File: src/sv/lr_pkg.sv
// Shared types and constants of the line rasterizer.
package lr_pkg;

  localparam int COORD_BITS  = 6;
  localparam int COLOR_BITS  = 32;
  localparam int QUEUE_DEPTH = 2;
  localparam int QUEUE_AW    = $clog2(QUEUE_DEPTH);
  // Remainder spans [-d, 2d): two bits over a coordinate, signed.
  localparam int REM_BITS    = COORD_BITS + 2;

  localparam logic [COLOR_BITS-1:0] COLOR_RESET = '1;

  // One segment as it arrives on the input channel.
  typedef struct packed {
    logic [COORD_BITS-1:0] start_x;
    logic [COORD_BITS-1:0] start_y;
    logic [COORD_BITS-1:0] end_x;
    logic [COORD_BITS-1:0] end_y;
  } seg_t;

  // One pixel as it leaves on the output channel.
  typedef struct packed {
    logic [COORD_BITS-1:0] pixel_x;
    logic [COORD_BITS-1:0] pixel_y;
    logic [COLOR_BITS-1:0] pixel_color;
    logic                  last_pixel;
  } pixel_t;

  // Classified segment: major axis ascending from p0 over d steps,
  // minor axis starting at m0 and moving by delta over the whole run.
  typedef struct packed {
    logic                  steep;
    logic [COORD_BITS-1:0] p0;
    logic [COORD_BITS-1:0] d;
    logic [COORD_BITS-1:0] m0;
    logic [COORD_BITS:0]   delta;
  } job_t;

endpackage

File: src/sv/lr_queue.sv
// Short job queue between the classifier and the stepper.
module lr_queue import lr_pkg::*; (
  input  logic clk,
  input  logic rst,
  input  job_t push_job,
  input  logic push_valid,
  output logic push_ready,
  output job_t pop_job,
  output logic pop_valid,
  input  logic pop_ready
);

  job_t                mem [QUEUE_DEPTH];
  logic [QUEUE_AW-1:0] wr_ptr;
  logic [QUEUE_AW-1:0] rd_ptr;
  logic [QUEUE_AW:0]   count;
  logic                do_push;
  logic                do_pop;

  assign push_ready = (count != QUEUE_AW'(0) + (QUEUE_AW+1)'(QUEUE_DEPTH));
  assign pop_valid  = (count != '0);
  assign pop_job    = mem[rd_ptr];
  assign do_push    = push_valid && push_ready;
  assign do_pop     = pop_valid && pop_ready;

  // Advance pointers and occupancy.
  always_ff @(posedge clk) begin
    if (rst) begin
      wr_ptr <= '0;
      rd_ptr <= '0;
      count  <= '0;
    end else begin
      if (do_push) begin
        wr_ptr <= wr_ptr + 1'b1;
      end
      if (do_pop) begin
        rd_ptr <= rd_ptr + 1'b1;
      end
      if (do_push && !do_pop) begin
        count <= count + 1'b1;
      end else if (do_pop && !do_push) begin
        count <= count - 1'b1;
      end
    end
  end

  // Store the incoming job.
  always_ff @(posedge clk) begin
    if (do_push) begin
      mem[wr_ptr] <= push_job;
    end
  end

endmodule

File: src/sv/lr_front.sv
// Front end: accepts segments, picks the major axis and orders endpoints.
module lr_front import lr_pkg::*; (
  input  logic clk,
  input  logic rst,
  input  seg_t seg,
  input  logic seg_valid,
  output logic seg_ready,
  output job_t job,
  output logic job_valid,
  input  logic job_ready
);

  logic [COORD_BITS-1:0] adx;
  logic [COORD_BITS-1:0] ady;
  logic                  steep;
  logic [COORD_BITS-1:0] a_maj;
  logic [COORD_BITS-1:0] a_min;
  logic [COORD_BITS-1:0] b_maj;
  logic [COORD_BITS-1:0] b_min;
  job_t                  job_next;

  assign seg_ready = !job_valid || job_ready;

  // Classify the segment.
  always_comb begin
    adx   = (seg.start_x > seg.end_x) ? seg.start_x - seg.end_x : seg.end_x - seg.start_x;
    ady   = (seg.start_y > seg.end_y) ? seg.start_y - seg.end_y : seg.end_y - seg.start_y;
    steep = adx < ady;
    if (steep) begin
      a_maj = seg.start_y;
      a_min = seg.start_x;
      b_maj = seg.end_y;
      b_min = seg.end_x;
    end else begin
      a_maj = seg.start_x;
      a_min = seg.start_y;
      b_maj = seg.end_x;
      b_min = seg.end_y;
    end
    job_next.steep = steep;
    if (a_maj > b_maj) begin
      job_next.p0    = b_maj;
      job_next.d     = a_maj - b_maj;
      job_next.m0    = b_min;
      job_next.delta = {1'b0, a_min} - {1'b0, b_min};
    end else begin
      job_next.p0    = a_maj;
      job_next.d     = b_maj - a_maj;
      job_next.m0    = a_min;
      job_next.delta = {1'b0, b_min} - {1'b0, a_min};
    end
  end

  // Hold the classified job until the queue takes it.
  always_ff @(posedge clk) begin
    if (rst) begin
      job_valid <= 1'b0;
    end else if (seg_ready) begin
      job_valid <= seg_valid;
    end
  end

  always_ff @(posedge clk) begin
    if (seg_valid && seg_ready) begin
      job <= job_next;
    end
  end

endmodule

File: src/sv/lr_back.sv
// Back end: steps along the major axis and emits one pixel per step.
module lr_back import lr_pkg::*; (
  input  logic                  clk,
  input  logic                  rst,
  input  job_t                  job,
  input  logic                  job_valid,
  output logic                  job_ready,
  input  logic [COLOR_BITS-1:0] color,
  output pixel_t                pix,
  output logic                  pix_valid,
  input  logic                  pix_ready
);

  logic                       busy;
  logic                       steep;
  logic [COORD_BITS-1:0]      major;
  logic [COORD_BITS-1:0]      minor;
  logic signed [REM_BITS-1:0] rem;
  logic [COORD_BITS-1:0]      left;
  logic [COORD_BITS-1:0]      d;
  logic [COORD_BITS:0]        delta;
  logic                       start;
  logic                       advance;
  logic signed [REM_BITS-1:0] rem_sum;
  logic signed [REM_BITS-1:0] d_ext;

  assign job_ready = !busy;
  assign start     = !busy && job_valid;
  assign advance   = busy && (!pix_valid || pix_ready);

  // The minor value is quotient minor plus rem/d; each step adds delta
  // (|delta| <= d), so one correction keeps rem in [0, d).
  assign d_ext   = $signed({2'b00, d});
  assign rem_sum = rem + $signed({delta[COORD_BITS], delta});

  // Track the segment in progress and the output register.
  always_ff @(posedge clk) begin
    if (rst) begin
      busy      <= 1'b0;
      pix_valid <= 1'b0;
    end else begin
      if (start) begin
        busy <= 1'b1;
      end else if (advance && left == '0) begin
        busy <= 1'b0;
      end
      if (advance) begin
        pix_valid <= 1'b1;
      end else if (pix_ready) begin
        pix_valid <= 1'b0;
      end
    end
  end

  // Load a new segment, or emit the current pixel and step.
  always_ff @(posedge clk) begin
    if (start) begin
      steep <= job.steep;
      major <= job.p0;
      minor <= job.m0;
      rem   <= '0;
      left  <= job.d;
      d     <= job.d;
      delta <= job.delta;
    end else if (advance) begin
      pix.pixel_x     <= steep ? minor : major;
      pix.pixel_y     <= steep ? major : minor;
      pix.pixel_color <= color;
      pix.last_pixel  <= (left == '0);
      major           <= major + 1'b1;
      left            <= left - 1'b1;
      priority if (rem_sum >= d_ext) begin
        rem   <= rem_sum - d_ext;
        minor <= minor + 1'b1;
      end else if (rem_sum < 0) begin
        rem   <= rem_sum + d_ext;
        minor <= minor - 1'b1;
      end else begin
        rem <= rem_sum;
      end
    end
  end

endmodule

File: src/sv/line_rasterizer_top.sv
// Top level of the tile line rasterizer.
//
// Segment channel (seg_valid/seg_ready, seg): two endpoints in tile
// coordinates. Pixel channel (pix_valid/pix_ready, pix): one pixel per
// major-axis step, d+1 pixels for a segment whose major-axis distance is
// d, the final one marked by last_pixel. Config channel (cfg_valid,
// cfg_ready, cfg_data): the draw color, always ready, written while idle.
// When the block is empty, an accepted segment passes the front-end job
// register, the queue and the stepper load before its first pixel enters
// the output register. The stepper emits one pixel per cycle unless the
// receiver stalls, and loads the next segment after the last pixel.
// The front end and a two-entry queue keep accepting segments meanwhile.
// Reset clears the queue, the stepper and the output register and sets
// the draw color to all ones. When the receiver stalls, the pixel holds
// in the output register and the stepper waits; segments fill the queue
// and then the front-end job register, after which seg_ready drops.
module line_rasterizer_top import lr_pkg::*; (
  input  logic                  clk,
  input  logic                  rst,
  input  seg_t                  seg,
  input  logic                  seg_valid,
  output logic                  seg_ready,
  output pixel_t                pix,
  output logic                  pix_valid,
  input  logic                  pix_ready,
  input  logic [COLOR_BITS-1:0] cfg_data,
  input  logic                  cfg_valid,
  output logic                  cfg_ready
);

  logic [COLOR_BITS-1:0] draw_color;
  job_t                  front_job;
  logic                  front_valid;
  logic                  front_ready;
  job_t                  queue_job;
  logic                  queue_valid;
  logic                  queue_ready;

  assign cfg_ready = 1'b1;

  // Hold the draw color register.
  always_ff @(posedge clk) begin
    if (rst) begin
      draw_color <= COLOR_RESET;
    end else if (cfg_valid && cfg_ready) begin
      draw_color <= cfg_data;
    end
  end

  lr_front u_front (
    .clk       (clk),
    .rst       (rst),
    .seg       (seg),
    .seg_valid (seg_valid),
    .seg_ready (seg_ready),
    .job       (front_job),
    .job_valid (front_valid),
    .job_ready (front_ready)
  );

  lr_queue u_queue (
    .clk        (clk),
    .rst        (rst),
    .push_job   (front_job),
    .push_valid (front_valid),
    .push_ready (front_ready),
    .pop_job    (queue_job),
    .pop_valid  (queue_valid),
    .pop_ready  (queue_ready)
  );

  lr_back u_back (
    .clk       (clk),
    .rst       (rst),
    .job       (queue_job),
    .job_valid (queue_valid),
    .job_ready (queue_ready),
    .color     (draw_color),
    .pix       (pix),
    .pix_valid (pix_valid),
    .pix_ready (pix_ready)
  );

endmodule

File: config.mk
export PLATFORM = sky130hd
export DESIGN_NAME = line_rasterizer_top
export DESIGN_NICKNAME = d
export VERILOG_FILES = /design/src/sv/lr_pkg.sv /design/src/sv/lr_queue.sv /design/src/sv/lr_front.sv /design/src/sv/lr_back.sv /design/src/sv/line_rasterizer_top.sv
export SDC_FILE = /design/constraint.sdc
export NUM_CORES = 1
export LEC_CHECK = 0
export BUFFER_PORTS_ARGS = -buffer_cell sky130_fd_sc_hd__buf_2
export CELL_PAD_IN_SITES_DETAIL_PLACEMENT = 1
export CELL_PAD_IN_SITES_GLOBAL_PLACEMENT = 2
export CORE_MARGIN = 3
export CORE_UTILIZATION = 40
export DETAILED_ROUTE_END_ITERATION = 6
export GPL_TIMING_DRIVEN = 0
export HOLD_SLACK_MARGIN = 0.12
export PLACE_DENSITY_LB_ADDON = 0.1
export SLEW_MARGIN = 20
export SYNTH_ARGS = -nofsm -noshare
export SYNTH_HDL_FRONTEND = slang
export SYNTH_SLANG_ARGS = --single-unit
File: constraint.sdc
create_clock -name clk -period 9.2 [get_ports clk]
set_input_delay 1.38 -clock clk [delete_from_list [all_inputs] [get_ports clk]]
set_output_delay 1.38 -clock clk [all_outputs]
set_load 0.005 [all_outputs]
# Word-level counts from Yosys, hierarchy flattened
# Memory sizes are Yosys's and may differ from the RTL's. A register that Yosys moved wholly into a read port is not among the register bits.
# Cells that the tools add are included.
dict set report classes {
  add_sub_neg 19
  order_cmp 6
  eq_ne 1
  muxes 29
  bitwise_logic 1
  reduce_logical 23
}
# cell n
set op_table {}
lappend op_table {{two-way mux 6 bit} 16}
lappend op_table {{subtractor 6 bit} 6}
lappend op_table {{two-way mux 25 bit} 1}
lappend op_table {{greater-than comparator 6 bit} 3}
lappend op_table {{adder 8 x 7 -> 8 bit} 2}
lappend op_table {{two-way mux 8 bit} 2}
lappend op_table {{subtractor 6 x 6 -> 7 bit} 2}
lappend op_table {{adder 6 x 1 -> 6 bit, second input constant} 2}
lappend op_table {{subtractor 6 x 1 -> 6 bit, second input constant} 2}
lappend op_table {{nonzero test 2 bit} 5}
lappend op_table {{>= comparator 8 x 7 -> 1 bit} 1}
lappend op_table {{< comparator 8 x 1 -> 1 bit, second input constant} 1}
lappend op_table {{two-way mux 1 bit} 8}
lappend op_table {{subtractor 8 x 7 -> 8 bit} 1}
lappend op_table {{logical AND 1 bit} 7}
lappend op_table {{zero test 6 bit} 1}
lappend op_table {{< comparator 6 bit} 1}
lappend op_table {{zero test 1 bit} 5}
lappend op_table {{two-way mux 2 bit} 2}
lappend op_table {{AND reduction 2 bit} 2}
lappend op_table {{nonzero test 3 bit} 1}
lappend op_table {{adder 1 bit, second input constant} 2}
lappend op_table {{adder 2 x 1 -> 2 bit, second input constant} 1}
lappend op_table {{logical OR 1 bit} 2}
lappend op_table {{other kinds (3)} 3}
dict set report totals {
  regBits 150
  ramBits 52
  inputBits 61
  output_inout_bits 48
  elab_cells 103
  n_memories 1
}
# memory words word_bits read_ports rd_clocked_by_memory_dff write_ports line
set memory_table {}
lappend memory_table {u_queue.mem 2 26 1 1 1 lr_queue.sv:13} ;# job_t mem [QUEUE_DEPTH];

# Longest topological paths before layout
# Gate-level depths: netlist of the first run.
dict set report logic_depth {
  word_depth 6
  depth_mapped 37
  mapped_depth_nobuf 31
}

# Hierarchy
# From an unflattened synthesis of the first run, not the netlist that was laid out.
dict set report unflattened {
  cells_unflattened 944
  hier_area_um2 11108.2
}
# mod instances cells_each area_each_um2 seq_area_each_um2
set modules_own_cells {}
lappend modules_own_cells {lr_back 1 350 4425.5 2512.4}
lappend modules_own_cells {lr_front 1 381 3374.5 800.8}
lappend modules_own_cells {lr_queue 1 105 2097.0 1661.6}
lappend modules_own_cells {line_rasterizer_top 1 108 1211.2 640.6}

# Worst setup path before layout of the first run
# Ideal clock, no wire load.
dict set report synth_path {
  kind {input -> register}
  start {in seg[18] (netlist bit)}
  end {reg u_front.job[14] (netlist bit) (data pin)}
  setup_ps 260
  t_arrival_ps 7168
  t_required_ps 8940
  slack_ps 1772
  path_stages 32
  n_path_buf 5
  path_cell_list {inv_1 -> ha_1 -> inv_1 -> fa_1 -> a21o_1 -> a21o_1 -> a21oi_1 -> nor2b_1 -> o22a_1 -> clkbuf_1 -> mux2_2 -> a221oi_1 -> o21ai_0 -> xor2_1 -> ha_1 -> nand4_1 -> o21ai_2 -> buf_6 -> buf_2 -> buf_1 -> nor2_1 -> a21oi_1 -> ha_1 -> ha_1 -> inv_1 -> nand2_1 -> mux2_4 -> a221o_1 -> o211ai_1 -> a21oi_4 -> buf_6 -> mux2_2}
}
# element line
set synth_lines {}
lappend synth_lines {{start, declared} line_rasterizer_top.sv:20} ;# input seg_t seg,
lappend synth_lines {{end signal, assigned} lr_front.sv:65} ;# job <= job_next;
lappend synth_lines {{end, declared} lr_front.sv:8} ;# output job_t job,

==> flow_metrics.tcl, run 1 <==
set metrics [dict create \
    crit_path_end_kind "register" \
    syn-cell-area_mm2 0.01062 \
    rsz0062_at_grt "no" \
    cts_tree "done" \
    diodes 0 \
    r2r_cells 19 \
    start_util 0.4144 \
    die_area_mm2 0.02853 \
    path_clk_slew_ps 60 \
    ys_warn_count 0 \
    outcome "completed" \
    fp.dieW_um 168.9 \
    die_h_um 168.9 \
    yosysMostFrequentCell "edfxtp_1" \
    insertion_delay_ps 500 \
    first_iter_violations 432 \
    relSlewSlack 0.4313 \
    setup_ws_ps 796.0 \
    fin_crit_ps 8404 \
    cts_setup_buffers 0 \
    cpMostUsedCell "ha_1" \
    synth-edff-count 155 \
    power_density_mw_per_mm2 414.2 \
    final_cells 1389 \
    dp_hpwl_mm 19.92 \
    antenna_found_initial 0 \
    ios 109 \
    first_pass_iters 4 \
    fmax_mhz 119.0 \
    vias 7089 \
    crit_required_ps 9470 \
    synthTopCellsByArea "edfxtp_1 44%, dfxtp_1 9.1%, ha_1 8.6%, a21oi_1 3.6%, mux2i_1 3.3%" \
    nets 1186 \
    report.final.slew_viol_count 0 \
    dp_cells 1349 \
    synth_top_area_share 0.4384 \
    grt_pass1_vias 7412 \
    period_share 0.9135 \
    numCtsBuffers 22 \
    crit_arrival_ps 8670 \
    reg2reg_from "u_back.delta[1]" \
    cp-start-kind "input port" \
    postCtsHoldBufs 0 \
    cts_root_buffer "clkbuf_16" \
    grt_max_degree 43 \
    postRouteAntennaNets 0 \
    ys_types 59 \
    port_buffers 105 \
    crit_start "seg[18]" \
    routabilityCongestion 0.8532 \
    hold_path.class "register to register" \
    cp_max_fo 10 \
    seq_area_mm2 0.005615 \
    globalRoute.totalOverflow 0 \
    grt_util_all_layers 0.1770 \
    synthTopCellsByCount "155 x edfxtp_1, 82 x inv_1, 76 x a21oi_1" \
    dominantRegCellSynth "edfxtp_1" \
    r2r_slack_ps 4290 \
    cts.sinks 203 \
    leakagePower_nw 5.040 \
    netlist_instances 911 \
    num_rows 58 \
    postLayoutCoreUtil 0.4785 \
    cap_violations 0 \
    layout-drive-gt1-share 0.1709 \
    ir_worst_vdd_uv 186.2 \
    path_class "input port to register" \
    ctsResizeCount 0 \
    avgViaCountPerCell 5.104 \
    final.fill_count 2789 \
    worstMarginPinSlew_ps 844.1 \
    multiInputGateArea_mm2 0.004546 \
    drc 0 \
    finalWirelength_mm 25.70 \
    ys_seq_area_frac 0.5289 \
    grt_pass1_wl_mm 40.54 \
    syn-mean-instance-area_um2 11.65 \
    ys_seq_elements 203 \
    cp_slowest_stage_delay_ps 400 \
    finalSetupTns_ps 0 \
    synthArstFlopShare 0 \
    core_mm2 0.02562 \
    htreeDepth 1 \
    cts_max_path_buffers 3 \
    endpoint "u_front.job[7]" \
    avgRoutedWirePerCell_um 18.50 \
    finalHoldViolations 0 \
    synth_top_area_cell "edfxtp_1" \
    synth_nets 1054 \
    setup_viol 0 \
    cp_slowest_cell "o21ai_2" \
    syn_to_final_growth_pct 15.46 \
    finClkSkew_ps 11.48 \
    hold-path-cell-count 0 \
    post-place-ws_ps 307.1 \
    r2r-end "u_back.minor[5]" \
]
[registers in the layout, indices dropped and copies added, names as in the netlist, 7 cells and up, named ones only]
name	flops
u_queue.mem	52
u_back.rem	8
u_back.pix	45
u_front.job	26
u_back.delta	7
draw_color	32
[worst min path at each step]
stage | endpoint | start | slack, ps
2_1_floorplan | u_back.pix[10] | draw_color[9] | 400
5_1_grt | u_back.pix[26] | draw_color[25] | 420
6_report | u_back.pix[26] | draw_color[25] | 420
3_3_place_gp | u_back.pix[1] | draw_color[0] | 400
4_1_cts | u_back.pix[26] | draw_color[25] | 420
3_5_place_dp | u_back.pix[26] | draw_color[25] | 410
[power breakdown]
part	switching [W]	internal, W	total (W)
registers	0.000139	0.00144	0.00158
logic	0.00158	0.00113	0.00271
clock network	0.000337	0.000446	0.000783
total	0.00206	0.00302	0.00508
[routing by layer]
layer  wire, um  vias to the layer above  track usage
met5          0                        -            0
met1      11880                     3445       0.2391
li1           -                     3509            -
met2      12560                      106       0.3066
met3        807                       29      0.01798
met4        453                        0      0.04411
[final cells by class]
type / instances / area share
timing repair buffer: 108 / 0.04736
inverter: 83 / 0.02552
sequential: 203 / 0.4581
buffer: 33 / 0.01245
tap: 330 / 0.03368
multi-input combinational: 592 / 0.3708
clock buffer: 33 / 0.04828
clock inverter: 7 / 0.003777
[cells by family (layout without fill, tap and decap cells)]
kind of cell	count (synthesis)	in the layout	synth area share
adder cells (fa/ha/maj)	84	84	0.1049
buffers and inverters	116	264	0.04372
multiplexers	68	68	0.06942
XOR/XNOR	49	49	0.04042
flip-flops	203	203	0.5289
other	1	1	0.0003532
AND/OR/NAND/NOR	181	181	0.08262
AO/OA/AOI/OAI	209	209	0.1296
[worst max-delay path: cells and delay by family]
family | cells | cell delay [ps]
AO/OA/AOI/OAI | 12 | 2900
multiplexers | 2 | 640
AND/OR/NAND/NOR | 4 | 280
adder cells (fa/ha/maj) | 5 | 1410
XOR/XNOR | 1 | 180
buffers and inverters | 10 | 1850
[cell usage in the layout (no fill, tap or decap), drive strengths merged, types with 5 or more instances in the layout]
| master | count |
|---|---|
| a21oi | 78 |
| nand2 | 38 |
| a21o | 19 |
| inv | 82 |
| ha | 73 |
| nor2b | 43 |
| clkbuf | 50 |
| nand2b | 11 |
| xnor2 | 33 |
| buf | 124 |
| edfxtp | 155 |
| a211oi | 11 |
| fa | 9 |
| o21bai | 6 |
| xor2 | 16 |
| a211o | 36 |
| o21ai | 33 |
| mux2i | 36 |
| nor3 | 6 |
| nor2 | 63 |
| a31oi | 5 |
| dfxtp | 48 |
| clkinv | 7 |
| mux2 | 32 |
[per-stage QoR]
step	total power [W]	area (um2)	hold WS (ps)
global placement	0.004265	11550	402.1
detailed placement	0.004319	11620	406.0
global route	0.005525	12260	423.1
finish	0.005077	12260	417.9
CTS	0.005137	12260	419.5
floorplan	0.003550	10620	400.5
No activity file was read; power rests on OpenSTA's default activity.
==> inputs of run 2 (changes only) <==
- CORE_UTILIZATION: 40 -> 43
- GPL_TIMING_DRIVEN: 0 -> default
- clock period: 9.2 -> 10.5 ns (I/O delays scaled with it)
==> run 2 against run 1 <==
  * Combinational power fell by 16%
  * Die area fell by 6.7%
  * Total power fell by 11%
==> flow_metrics.tcl, run 2 (synthesis results as in run 1) <==
set metrics [dict create \
    cp_slowest_cell "a21oi_4" \
    cp_slowest_stage_delay_ps 870 \
    cp_max_fo 34 \
    worstMarginPinSlew_ps 1054 \
    diodes 0 \
    outcome "completed" \
    die_h_um 163.1 \
    path_clk_slew_ps 60 \
    dp_cells 1313 \
    hp-start "draw_color[7]" \
    ctsResizeCount 0 \
    report.final.slew_viol_count 0 \
    syn_to_final_growth_pct 15.85 \
    htreeDepth 1 \
    largest_register_ffs 52 \
    globalRoute.totalOverflow 0 \
    setup_viol 0 \
    relSlewSlack 0.2961 \
    crit_required_ps 10850 \
    fp.dieW_um 163.1 \
    grt_util_all_layers 0.1827 \
    insertion_delay_ps 510 \
    avgViaCountPerCell 5.131 \
    period_share 0.7846 \
    seq_power_share 0.310 \
    hold_path.class "register to register" \
    hold-path-cell-count 0 \
    numCtsBuffers 24 \
    crit_start "seg[18]" \
    postCtsHoldBufs 0 \
    avgRoutedWirePerCell_um 17.97 \
    critPathTopFamily "compound AO/OA/AOI/OAI gates" \
    cts_setup_buffers 0 \
    grt_max_degree 65 \
    critPathBufInv 6 \
    first_pass_iters 6 \
    cp-start-kind "input port" \
    fin_crit_ps 8238 \
    finalPower_w 0.004502 \
    core_mm2 0.02389 \
    dp_hpwl_mm 18.04 \
    start_util 0.4443 \
    drc 0 \
    ios 109 \
    rsz0062_at_grt "no" \
    r2r_cells 20 \
    die_area_mm2 0.02661 \
    fmax_mhz 121.4 \
    p_sw_w 0.001756 \
    cts.sinks 203 \
    crit_path_end_kind "register" \
    finClkSkew_ps 21.83 \
    power_density_mw_per_mm2 366.0 \
    layout-drive-gt1-share 0.1869 \
    grt_pass1_vias 7309 \
    num_rows 56 \
    cts_root_buffer "clkbuf_16" \
    finalWirelength_mm 24.39 \
    holdPathEnd "u_back.pix[8]" \
    ir_worst_vdd_uv 198.1 \
    r2r-end "u_back.minor[5]" \
    vias 6963 \
    cap_violations 0 \
    cts_max_path_buffers 3 \
    crit_arrival_ps 8580 \
    layout_commonest_cell "edfxtp_1" \
    grt_pass1_wl_mm 38.89 \
    power.clock.fraction 0.183 \
    path_class "input port to register" \
    cpMostUsedCell "inv_1" \
    postRouteAntennaNets 0 \
    top_register "u_queue.mem" \
    routabilityCongestion 0.8642 \
    p_comb_frac 0.506 \
    cts_tree "done" \
    final_cells 1357 \
    reg2reg_from "u_back.delta[0]" \
    switching_share 0.3901 \
    finalHoldViolations 0 \
    leakagePower_nw 5.106 \
    final_cell_mix "155 x edfxtp_1, 106 x buf_2, 82 x inv_1, 76 x a21oi_1, 73 x ha_1" \
    antenna_found_initial 0 \
    port_buffers 107 \
    nets 1163 \
    finalSetupTns_ps 0 \
    p_int_w 0.002745 \
    r2r_slack_ps 5680 \
    biggestRegsByFlops "u_queue.mem (52), u_back.pix (45), draw_color (32)" \
    first_iter_violations 338 \
]
## run 2: cell types whose count changed in the layout (fill, tap and decap cells not counted), sizes merged
| cell | before | now |
|---|---|---|
| clkinv | 7 | 8 |
| buf | 124 | 116 |
| clkbuf | 50 | 34 |
| bufinv | 0 | 2 |
| clkinvlp | 1 | 0 |
| inv | 82 | 83 |
## run 2: worst max path at each step
| stage | to | slack [ps] | depth (start not counted) |
|---|---|---|---|
| after CTS | u_front.job[6] | 2310 | 30 |
| after detailed placement | u_front.job[6] | 1790 | 30 |
| after floorplan | u_front.job[14] | 2880 | 32 |
| after global routing | u_front.job[6] | 1680 | 30 |
| final | u_front.job[6] | 2260 | 30 |
| after global placement | u_front.job[6] | 1970 | 30 |
## run 2: area by class of cell
cell class | count | area, um2
fill | 2556 | 11590
sequential | 203 | 5615
multi-input combinational | 592 | 4551
clock buffer | 34 | 699.4
timing repair buffer | 116 | 605.6
tap | 319 | 399.1
inverter | 83 | 311.5
clock inverter | 10 | 117.6
## run 2: metrics by stage
stage	hold WS, ps	area (um2)	setup WS (ps)	util
2_1_floorplan	400.5	10620	2877	-
3_3_place_gp	402.8	11480	1969	0.4805
3_5_place_dp	409.5	11480	1794	0.4805
4_1_cts	420.7	12300	2314	0.5147
5_1_grt	436.0	12300	1676	0.5148
6_report	419.7	12300	2262	0.5148
## run 2: power by group through the flow
stage               registers [W]  logic [W]  clock network (W)
floorplan                 0.00136    0.00175                  0
CTS                       0.00140    0.00231           0.000848
detailed placement        0.00141    0.00228                  0
finish                    0.00140    0.00228           0.000826
global placement          0.00140    0.00224                  0
global route              0.00142    0.00260           0.000879
## run 2: worst register-to-register path, stage by stage, from the launching register on
cell	delay (ps)
edfxtp_1	380
ha_1	230
fa_1	410
a21o_1	180
a21oi_1	290
xnor2_1	240
ha_1	320
inv_1	170
o21bai_1	100
a21oi_1	200
o311ai_1	130
buf_4	250
nand2b_1	260
ha_1	290
a21o_1	170
a21oi_1	240
o21bai_1	90
a21oi_1	190
xnor2_1	170
xnor2_1	160
a21oi_1	100
## run 2: metal layers
layer  vias to the layer above  global-route usage  routed length (um)
li1                       3472                   -                   -
met1                      3351              0.2393               10910
met2                       115              0.3219               12250
met3                        25             0.02663                 802
met4                         0             0.04075                 427
met5                         -                   0                   0
